File: config.mk
export PLATFORM = sky130hd
export DESIGN_NAME = utf8_stream_decoder_unit
export DESIGN_NICKNAME = d
export VERILOG_FILES = /design/src/hw/rtl/u8d_pkg.sv /design/src/hw/rtl/utf8_stream_decoder_unit.sv /design/src/hw/rtl/u8d_decode.sv
export SDC_FILE = /design/constraint.sdc
export NUM_CORES = 1
export LEC_CHECK = 0
export ABC_AREA = 1
export BUFFER_PORTS_ARGS = -buffer_cell sky130_fd_sc_hd__clkbuf_2
export CAP_MARGIN = 25
export CORE_UTILIZATION = 45
export DETAILED_ROUTE_END_ITERATION = 6
export HOLD_SLACK_MARGIN = 0.08
export SYNTH_ARGS = -nofsm -noshare
export SYNTH_HDL_FRONTEND = slang
export SYNTH_SLANG_ARGS = --single-unit
File: constraint.sdc
create_clock -name clk_i -period 9.8 [get_ports clk_i]
set_clock_uncertainty 0.2 [all_clocks]
set_input_delay 1.47 -clock clk_i [delete_from_list [all_inputs] [get_ports clk_i]]
set_output_delay 1.47 -clock clk_i [all_outputs]
set_load 0.1 [all_outputs]
File: src/hw/rtl/u8d_pkg.sv
// ----------------------------------------------------------------------------
// u8d_pkg
// Types, constants and the lead byte decoder shared by the UTF-8 stream
// decoder modules.
// ----------------------------------------------------------------------------
package u8d_pkg;

  // field widths
  localparam int unsigned CpW   = 21;
  localparam int unsigned UsedW = 3;
  localparam int unsigned KindW = 3;

  // scalar value limits
  localparam logic [CpW-1:0] CpReplacement = 21'h00FFFD;
  localparam logic [CpW-1:0] CpSurrogateLo = 21'h00D800;
  localparam logic [CpW-1:0] CpSurrogateHi = 21'h00DFFF;
  localparam logic [CpW-1:0] CpMax         = 21'h10FFFF;
  localparam logic [CpW-1:0] CpMin2        = 21'h000080;
  localparam logic [CpW-1:0] CpMin3        = 21'h000800;
  localparam logic [CpW-1:0] CpMin4        = 21'h010000;

  // lead byte class boundaries
  localparam logic [7:0] ByteAsciiEnd = 8'h80;
  localparam logic [7:0] ByteLead2    = 8'hC0;
  localparam logic [7:0] ByteLead3    = 8'hE0;
  localparam logic [7:0] ByteLead4    = 8'hF0;
  localparam logic [7:0] ByteBadLead  = 8'hF8;

  // sequence lengths
  localparam logic [UsedW-1:0] Len1 = 3'd1;
  localparam logic [UsedW-1:0] Len2 = 3'd2;
  localparam logic [UsedW-1:0] Len3 = 3'd3;
  localparam logic [UsedW-1:0] Len4 = 3'd4;

  typedef enum logic [KindW-1:0] {
    ERR_NONE     = 3'd0,
    ERR_BAD_LEAD = 3'd1,
    ERR_BROKEN   = 3'd2,
    ERR_RANGE    = 3'd3,
    ERR_TRUNC    = 3'd4
  } err_kind_e;

  typedef struct packed {
    logic [CpW-1:0]   code_point;
    logic [UsedW-1:0] bytes_used;
    err_kind_e        error_kind;
    logic             last_of_run;
  } result_t;

  typedef struct packed {
    logic [CpW-1:0]   partial_value;
    logic [UsedW-1:0] expected_length;
    logic [UsedW-1:0] bytes_held;
  } seq_state_t;

  typedef struct packed {
    logic       emit;
    result_t    res;
    logic       start;
    seq_state_t seq;
  } lead_t;

  typedef struct packed {
    logic [1:0] num;
    result_t    res0;
    result_t    res1;
    seq_state_t seq;
  } dec_out_t;

  // decode a byte with no sequence open
  function automatic lead_t decode_lead(logic [7:0] b, logic eot);
    lead_t l;
    l = '0;
    if (b < ByteAsciiEnd) begin
      l.emit = 1'b1;
      l.res.code_point = {13'd0, b};
      l.res.bytes_used = Len1;
      l.res.error_kind = ERR_NONE;
    end else if (b < ByteLead2 || b >= ByteBadLead) begin
      l.emit = 1'b1;
      l.res.code_point = CpReplacement;
      l.res.bytes_used = Len1;
      l.res.error_kind = ERR_BAD_LEAD;
    end else if (eot) begin
      l.emit = 1'b1;
      l.res.code_point = CpReplacement;
      l.res.bytes_used = Len1;
      l.res.error_kind = ERR_TRUNC;
    end else begin
      l.start = 1'b1;
      l.seq.bytes_held = Len1;
      if (b < ByteLead3) begin
        l.seq.expected_length = Len2;
        l.seq.partial_value = {16'd0, b[4:0]};
      end else if (b < ByteLead4) begin
        l.seq.expected_length = Len3;
        l.seq.partial_value = {17'd0, b[3:0]};
      end else begin
        l.seq.expected_length = Len4;
        l.seq.partial_value = {18'd0, b[2:0]};
      end
    end
    return l;
  endfunction

endpackage

File: src/hw/rtl/utf8_stream_decoder_unit.sv
// ----------------------------------------------------------------------------
// utf8_stream_decoder_unit
// Streaming UTF-8 decoder: one text byte in, code points with error kinds out.
// ----------------------------------------------------------------------------
//  channel  | dir | tdata fields (low bit up)                      | tlast
//  s_axis   | in  | text_byte[7:0]                                 | end_of_text
//  m_axis   | out | code_point[20:0] bytes_used[23:21] kind[26:24] | last_of_run
//
//  one byte per clock while the queue has room: a byte is held in the input register,
//  then the decode step writes its zero, one or two results into the result queue
//  a byte that ends a broken sequence and decodes itself yields two results,
//  so the output side, one result per cycle while m_axis_tready holds, sets the long-run rate there
//  the input register drains only while the queue has two free entries
//  reset clears the open sequence, the input register and the queue
//  a stalled output holds its result; input keeps flowing until fewer than
//  two queue entries are free
module utf8_stream_decoder_unit #(
  parameter int unsigned ResultDepth = 4
) (
  input  logic        clk_i,
  input  logic        rst_ni,
  input  logic        s_axis_tvalid,
  output logic        s_axis_tready,
  input  logic [7:0]  s_axis_tdata,   // text_byte[7:0]
  input  logic        s_axis_tlast,
  output logic        m_axis_tvalid,
  input  logic        m_axis_tready,
  output logic [31:0] m_axis_tdata,   // code_point[20:0], bytes_used[23:21],
                                      // error_kind[26:24], zero pad
  output logic        m_axis_tlast
);
  import u8d_pkg::*;

  localparam int unsigned PtrW = (ResultDepth > 2) ? $clog2(ResultDepth) : 1;
  localparam int unsigned CntW = $clog2(ResultDepth + 1);
  localparam logic [PtrW-1:0] LastIdx  = PtrW'(ResultDepth - 1);
  localparam logic [CntW-1:0] RoomMark = CntW'(ResultDepth - 2);

  function automatic logic [PtrW-1:0] ptr_inc(logic [PtrW-1:0] p);
    return (p == LastIdx) ? '0 : p + 1'b1;
  endfunction

  logic       in_valid_q, in_valid_d;
  logic [7:0] in_byte_q;
  logic       in_eot_q;
  seq_state_t seq_q, seq_d;
  dec_out_t   dec;
  logic       consume, s_xfer, pop;

  result_t        mem_q [ResultDepth];
  logic [PtrW-1:0] wptr_q, wptr_d, rptr_q, rptr_d, wptr_p1, wptr_p2;
  logic [CntW-1:0] count_q, count_d;
  logic [1:0]      push_n;
  result_t         head;

  // input register handshake
  assign consume       = in_valid_q && (count_q <= RoomMark);
  assign s_axis_tready = !in_valid_q || consume;
  assign s_xfer        = s_axis_tvalid && s_axis_tready;
  assign in_valid_d    = s_xfer ? 1'b1 : (consume ? 1'b0 : in_valid_q);

  always_ff @(posedge clk_i) begin
    if (s_xfer) begin
      in_byte_q <= s_axis_tdata;
      in_eot_q  <= s_axis_tlast;
    end
  end

  // decode step
  u8d_decode u_decode (
    .byte_i (in_byte_q),
    .eot_i  (in_eot_q),
    .seq_i  (seq_q),
    .dec_o  (dec)
  );

  assign seq_d  = consume ? dec.seq : seq_q;
  assign push_n = consume ? dec.num : 2'd0;

  // result queue
  assign pop     = m_axis_tvalid && m_axis_tready;
  assign wptr_p1 = ptr_inc(wptr_q);
  assign wptr_p2 = ptr_inc(wptr_p1);
  assign rptr_d  = pop ? ptr_inc(rptr_q) : rptr_q;
  assign count_d = count_q + CntW'(push_n) - CntW'(pop);

  always_comb begin
    case (push_n)
      2'd1:    wptr_d = wptr_p1;
      2'd2:    wptr_d = wptr_p2;
      default: wptr_d = wptr_q;
    endcase
  end

  always_ff @(posedge clk_i) begin
    if (push_n != 2'd0) begin
      mem_q[wptr_q] <= dec.res0;
    end
    if (push_n == 2'd2) begin
      mem_q[wptr_p1] <= dec.res1;
    end
  end

  // control registers
  always_ff @(posedge clk_i or negedge rst_ni) begin
    if (!rst_ni) begin
      in_valid_q <= 1'b0;
      seq_q      <= '0;
      wptr_q     <= '0;
      rptr_q     <= '0;
      count_q    <= '0;
    end else begin
      in_valid_q <= in_valid_d;
      seq_q      <= seq_d;
      wptr_q     <= wptr_d;
      rptr_q     <= rptr_d;
      count_q    <= count_d;
    end
  end

  // output side
  assign head          = mem_q[rptr_q];
  assign m_axis_tvalid = (count_q != '0);
  assign m_axis_tdata  = {5'd0, head.error_kind, head.bytes_used, head.code_point};
  assign m_axis_tlast  = head.last_of_run;

endmodule

File: src/hw/rtl/u8d_decode.sv
// ----------------------------------------------------------------------------
// u8d_decode
// Combinational step of the decoder: one byte plus the open sequence gives
// up to two results and the next sequence state.
// ----------------------------------------------------------------------------
module u8d_decode (
  input  logic [7:0]          byte_i,
  input  logic                eot_i,
  input  u8d_pkg::seq_state_t seq_i,
  output u8d_pkg::dec_out_t   dec_o
);
  import u8d_pkg::*;

  logic             open;
  lead_t            lead;
  logic [UsedW-1:0] held_inc;
  logic [CpW-1:0]   pv_new;
  logic [CpW-1:0]   min_val;

  assign open = (seq_i.expected_length != '0) && (seq_i.bytes_held != '0) &&
                (seq_i.bytes_held < seq_i.expected_length);
  assign lead     = decode_lead(byte_i, eot_i);
  assign held_inc = seq_i.bytes_held + 3'd1;
  assign pv_new   = {seq_i.partial_value[CpW-7:0], byte_i[5:0]};

  // smallest value that a sequence of this length may carry
  always_comb begin
    case (seq_i.expected_length)
      Len2:    min_val = CpMin2;
      Len3:    min_val = CpMin3;
      default: min_val = CpMin4;
    endcase
  end

  always_comb begin
    dec_o = '0;
    if (!open) begin
      // fresh lead byte
      if (lead.emit) begin
        dec_o.num = 2'd1;
        dec_o.res0 = lead.res;
        dec_o.res0.last_of_run = 1'b1;
      end else if (lead.start) begin
        dec_o.seq = lead.seq;
      end
    end else if (byte_i[7:6] == 2'b10) begin
      // continuation byte
      if (held_inc == seq_i.expected_length) begin
        dec_o.num = 2'd1;
        dec_o.res0.bytes_used = seq_i.expected_length;
        dec_o.res0.last_of_run = 1'b1;
        if (pv_new < min_val || pv_new > CpMax ||
            (pv_new >= CpSurrogateLo && pv_new <= CpSurrogateHi)) begin
          dec_o.res0.code_point = CpReplacement;
          dec_o.res0.error_kind = ERR_RANGE;
        end else begin
          dec_o.res0.code_point = pv_new;
          dec_o.res0.error_kind = ERR_NONE;
        end
      end else if (eot_i) begin
        dec_o.num = 2'd1;
        dec_o.res0.code_point = CpReplacement;
        dec_o.res0.bytes_used = held_inc;
        dec_o.res0.error_kind = ERR_TRUNC;
        dec_o.res0.last_of_run = 1'b1;
      end else begin
        dec_o.seq.partial_value = pv_new;
        dec_o.seq.expected_length = seq_i.expected_length;
        dec_o.seq.bytes_held = held_inc;
      end
    end else begin
      // broken sequence, then the byte again as a lead
      dec_o.num = 2'd1;
      dec_o.res0.code_point = CpReplacement;
      dec_o.res0.bytes_used = seq_i.bytes_held;
      dec_o.res0.error_kind = ERR_BROKEN;
      if (lead.emit) begin
        dec_o.num = 2'd2;
        dec_o.res1 = lead.res;
        dec_o.res1.last_of_run = 1'b1;
      end else begin
        dec_o.res0.last_of_run = 1'b1;
        if (lead.start) begin
          dec_o.seq = lead.seq;
        end
      end
    end
  end

endmodule

==> summary.md <==
The worst hold path startpoint was mem_q[2][6]$_SDFFE_PP0P_. The clock reaches the later pin of the worst-skew pair after 430 ps. The final cycle utilization of the critical path is 48.6%, and the via count of the first global-routing pass is 6,070.

In this design, the largest share of critical-path delay is due to simple AND/OR/NAND/NOR gates. Along the worst hold path, the cell count comes to 2. Sorting the synthesized cells by area gives the leading types as sky130_fd_sc_hd__edfxtp_1, sky130_fd_sc_hd__nand2_1, sky130_fd_sc_hd__dfrtp_1. The number of gates resized after CTS was 0.

The worst slew margin relative to its limit is 40.5%. For the worst setup path, the data arrival time is 4590 ps. The H-tree generated during clock tree synthesis spans 4 levels. Of the synthesized area, sequential elements account for 51.0%. The category of the most critical setup path was reg2reg. The worst register-to-register path has a depth of 15. The longest individual stage delay on the worst path is 650 ps, and the layout filler cell count is 1,644. Critical path launch point type: a flop. The final critical-path required period came out at 4760 ps. Entering global routing, the biggest net connects 59 pins. Of the cells placed in the final design, the portion with a size suffix greater than 1 is 15.7%. For this block, the routed nets add up to 21,400 um of wire. The maximum fanout along the worst path is 20.

Setup repair after global routing left no endpoint under its margin. Setup violations remaining at the end of the flow were counted as 0. The floorplan has 48 rows.

After clock tree synthesis, the clock-pin slew on the worst setup and hold paths is 60 ps. In the final routed layout, each cell accounts on average for 17.6 um. Adding up every negative setup slack in the final design gives 0 ps. The number of register bits inferred by synthesis works out to 150. For the number of iterations in the first detailed-routing pass, the log shows 6. In this run the remaining antenna-violating nets after routing total 0. The tools report the initial standard-cell utilization of the core as 46.0%.

The cell sitting at the root of the clock tree is a sky130_fd_sc_hd__clkbuf_16. Summing all non-filler instances in the final layout gives an area of 8960 um^2. The run gives 17 as the number of buffers created by CTS.

The power density normalized to cell area is 343 nW/um^2, and the combined area of all synthesized cells is 7930 um^2. The maximum resistive drop on vdd was 296 uV; the count of maximum capacitance violations was 0. Traced cell by cell, the critical path runs through inv_1 > ha_1 > inv_1 > nor2_1 > nor3_2 > nand2_4 > inv_4 > o21ai_0 > nand3_1 > nand2_1 > ha_1 > nand2_1 > inv_1 > nor2_1 > inv_1. The ratio of routed vias to standard cells came out at 5.41. After global routing, the most crowded layer is met2. For the wire length of the first global-routing pass, the log shows 34,000 um.

Library cell appearing most often on the critical path: sky130_fd_sc_hd__inv_1. Layout overhead on the synthesized area: 13.1%. From bottom edge to top edge, the die measures 135 um. Detailed placement finished with a half-perimeter wire length of 14,300 um.

The tools report the overall global routing resource usage as 25.0%. Average size of a mapped cell: 8.40 um^2. TritonCTS built the clock tree. The floorplan die area is 18,100 um^2. The floorplan step defined a core boundary enclosing 17,200 um^2. The count of final max-slew check failures came out at 0. The tools report the maximum buffer depth of the clock tree as 2. Counting both buffers and inverters, the worst setup path holds a total of 5. The met3 routing resource usage after global routing was 4.84%; the violation count after the first detailed-route iteration was 575. In this run the worst hold path is classified as reg2reg. sky130_fd_sc_hd__edfxtp_1 takes more of the synthesized area than any other cell. The hold path endpoint is mem_q[2][6]$_SDFFE_PP0P_. The number of setup buffers added after CTS is 0.

For this design, the CTS-stage hold fixing added 0 buffers. The measured slew at the worst slew-check pin was 884 ps. Port buffering added 42 buffers.

The worst setup path is captured at a flop. The repair_antennas step left the layout with diodes totalling 0. For flop-to-flop paths, the worst setup slack is 5040 ps. Number of sinks on the clock net: 150. The tools report the last weighted congestion value of the routability-driven placer as 0.867.

Of the post-synthesis cell area, the dominant cell type holds 33.7%. For this run, global-route usage on met1 was measured as 34.2%. For the top-level port count, the log shows 48. For this run, design rule violations remaining after detail routing come to 0. Counting distinct cell types in the post-synthesis netlist gives 43. Yosys printed 0 warnings.

The run gives 6,576 as the number of vias after detailed routing. Global routing used 39.4% of the available met2 tracks. The aggregate global routing overflow was 0. The synthesized netlist cell count came out at 944. For the worst setup path, the data required time is 9630 ps.

The number of antenna violations at the first check in global routing is 0. The die is 135 um wide. For this run, the top clock speed supported by timing is 210 MHz. The final number of hold-violating endpoints is 0. The startpoint identified for the worst register-to-register timing path is seq_q[0]$_DFFE_PN0P_. The endpoint of the lowest-slack register-to-register path was mem_q[3][17]$_DFFE_PP_.

Number of nets in the layout: 1,011. For this design the static power due to leakage is 3.99 nW. The run finished with clean final reports.

Once placement finished, the instance area stood at 8350 um^2. On the critical path, the stage with the largest delay is an instance of sky130_fd_sc_hd__nor2_1.
metrics by stage:
step | instances | hold slack [ps] | setup slack [ps] | util, % | power [W]
final | 1216 | 248 | 5040 | 52.0 | 0.00308
after global routing | 1216 | 265 | 4680 | 52.0 | 0.00322
after CTS | 1214 | 251 | 4870 | 51.8 | 0.00307
after detailed placement | 1182 | 235 | 4910 | 48.4 | 0.00243
after global placement | 1181 | 233 | 5150 | 48.3 | 0.00241
after floorplan | 948 | 221 | 5550 | - | 0.00210
routing by layer:
| metal | vias to the layer above | wire length (um) |
|---|---|---|
| met5 | - | 0 |
| met4 | 0 | 430 |
| met3 | 32 | 1310 |
| met2 | 223 | 9980 |
| met1 | 3107 | 9630 |
| li1 | 3214 | - |
worst max-delay path by stage:
stage,cells past startpoint,start,slack [ps],end
2_1_floorplan,5,rptr_q[0]$_DFFE_PN0P_,5550,m_axis_tdata[19]
3_3_place_gp,12,in_byte_q[7]$_DFFE_PP_,5150,mem_q[3][7]$_DFFE_PP_
3_5_place_dp,12,in_byte_q[7]$_DFFE_PP_,4910,mem_q[3][7]$_DFFE_PP_
4_1_cts,12,in_byte_q[7]$_DFFE_PP_,4870,mem_q[3][7]$_DFFE_PP_
5_1_grt,15,seq_q[0]$_DFFE_PN0P_,4680,mem_q[3][17]$_DFFE_PP_
6_report,15,seq_q[0]$_DFFE_PN0P_,5040,mem_q[3][17]$_DFFE_PP_
worst register-to-register path: cells and delay by family (launching register included):
family | cells | cell delay [ps]
compound gates | 1 | 80
fa+ha+maj | 2 | 560
buf+inv | 5 | 1240
flops | 1 | 410
simple gates | 7 | 1900
cells in the mapped netlist, drive strengths merged:
library cell / instances
nand2: 321
nor2: 96
edfxtp: 89
o21ai: 88
nand3: 80
inv: 64
o22ai: 46
dfxtp: 32
clkbuf: 29
dfrtp: 29
ha: 19
a21oi: 17
buf: 14
nor3: 7
a22oi: 2
xnor2: 2
a21boi: 1
clkinv: 1
conb: 1
fa: 1
nand4: 1
nor2b: 1
o211ai: 1
o221ai: 1
xor2: 1
area by class of cell:
type,count,area [um^2],share of cell area [%]
Sequential cell,150,4040,45.1
Multi-Input combinational cell,690,3470,38.7
Timing Repair Buffer,54,340,3.80
Tap cell,225,282,3.14
Inverter,65,250,2.79
Clock buffer,17,425,4.75
Clock inverter,15,154,1.72
sequential cells by signal, indices dropped and copies added, names as in the netlist:
register / cells
in_byte_q: 8
rptr_q: 2
wptr_q: 2
seq_q: 21
mem_q: 112
in_eot_q: 1
in_valid_q: 1
count_q: 3
kinds of logic after synthesis:
group	count (synthesis)	synth area share, %
buffers and inverters	108	5.67
xor gates and xnor gates	3	0.332
AOI/OAI and AO/OA	156	11.4
adders and majority gates	20	3.25
other	1	0.0473
and+or+nand+nor	506	28.4
DFF	150	51.0
where the power goes:
group          switching, W  internal (W)  total, W
Sequential        0.0000532      0.000799  0.000852
Clock              0.000277      0.000376  0.000653
Combinational       0.00128      0.000295   0.00157
layout by cell type, fill, tap and decap left out, types with 3 or more instances in the layout:
cell / n
sky130_fd_sc_hd__o22ai_1: 46
sky130_fd_sc_hd__nand2_1: 302
sky130_fd_sc_hd__dfxtp_1: 32
sky130_fd_sc_hd__o21ai_1: 4
sky130_fd_sc_hd__dfrtp_1: 28
sky130_fd_sc_hd__a21oi_2: 9
sky130_fd_sc_hd__nor3_2: 3
sky130_fd_sc_hd__buf_4: 10
sky130_fd_sc_hd__ha_1: 19
sky130_fd_sc_hd__clkinv_2: 4
sky130_fd_sc_hd__nand3_2: 11
sky130_fd_sc_hd__nor3_1: 3
sky130_fd_sc_hd__clkbuf_2: 42
sky130_fd_sc_hd__conb_1: 5
sky130_fd_sc_hd__nor2_2: 5
sky130_fd_sc_hd__inv_1: 53
sky130_fd_sc_hd__o21ai_0: 83
sky130_fd_sc_hd__nand3_1: 68
sky130_fd_sc_hd__nor2_1: 85
sky130_fd_sc_hd__a21oi_1: 8
sky130_fd_sc_hd__edfxtp_1: 89
sky130_fd_sc_hd__inv_6: 3
sky130_fd_sc_hd__nand2_4: 5
sky130_fd_sc_hd__nand2_2: 13
sky130_fd_sc_hd__nor2_4: 4
sky130_fd_sc_hd__inv_2: 9
sky130_fd_sc_hd__clkbuf_16: 17
Power figures use the tool's default switching activity.
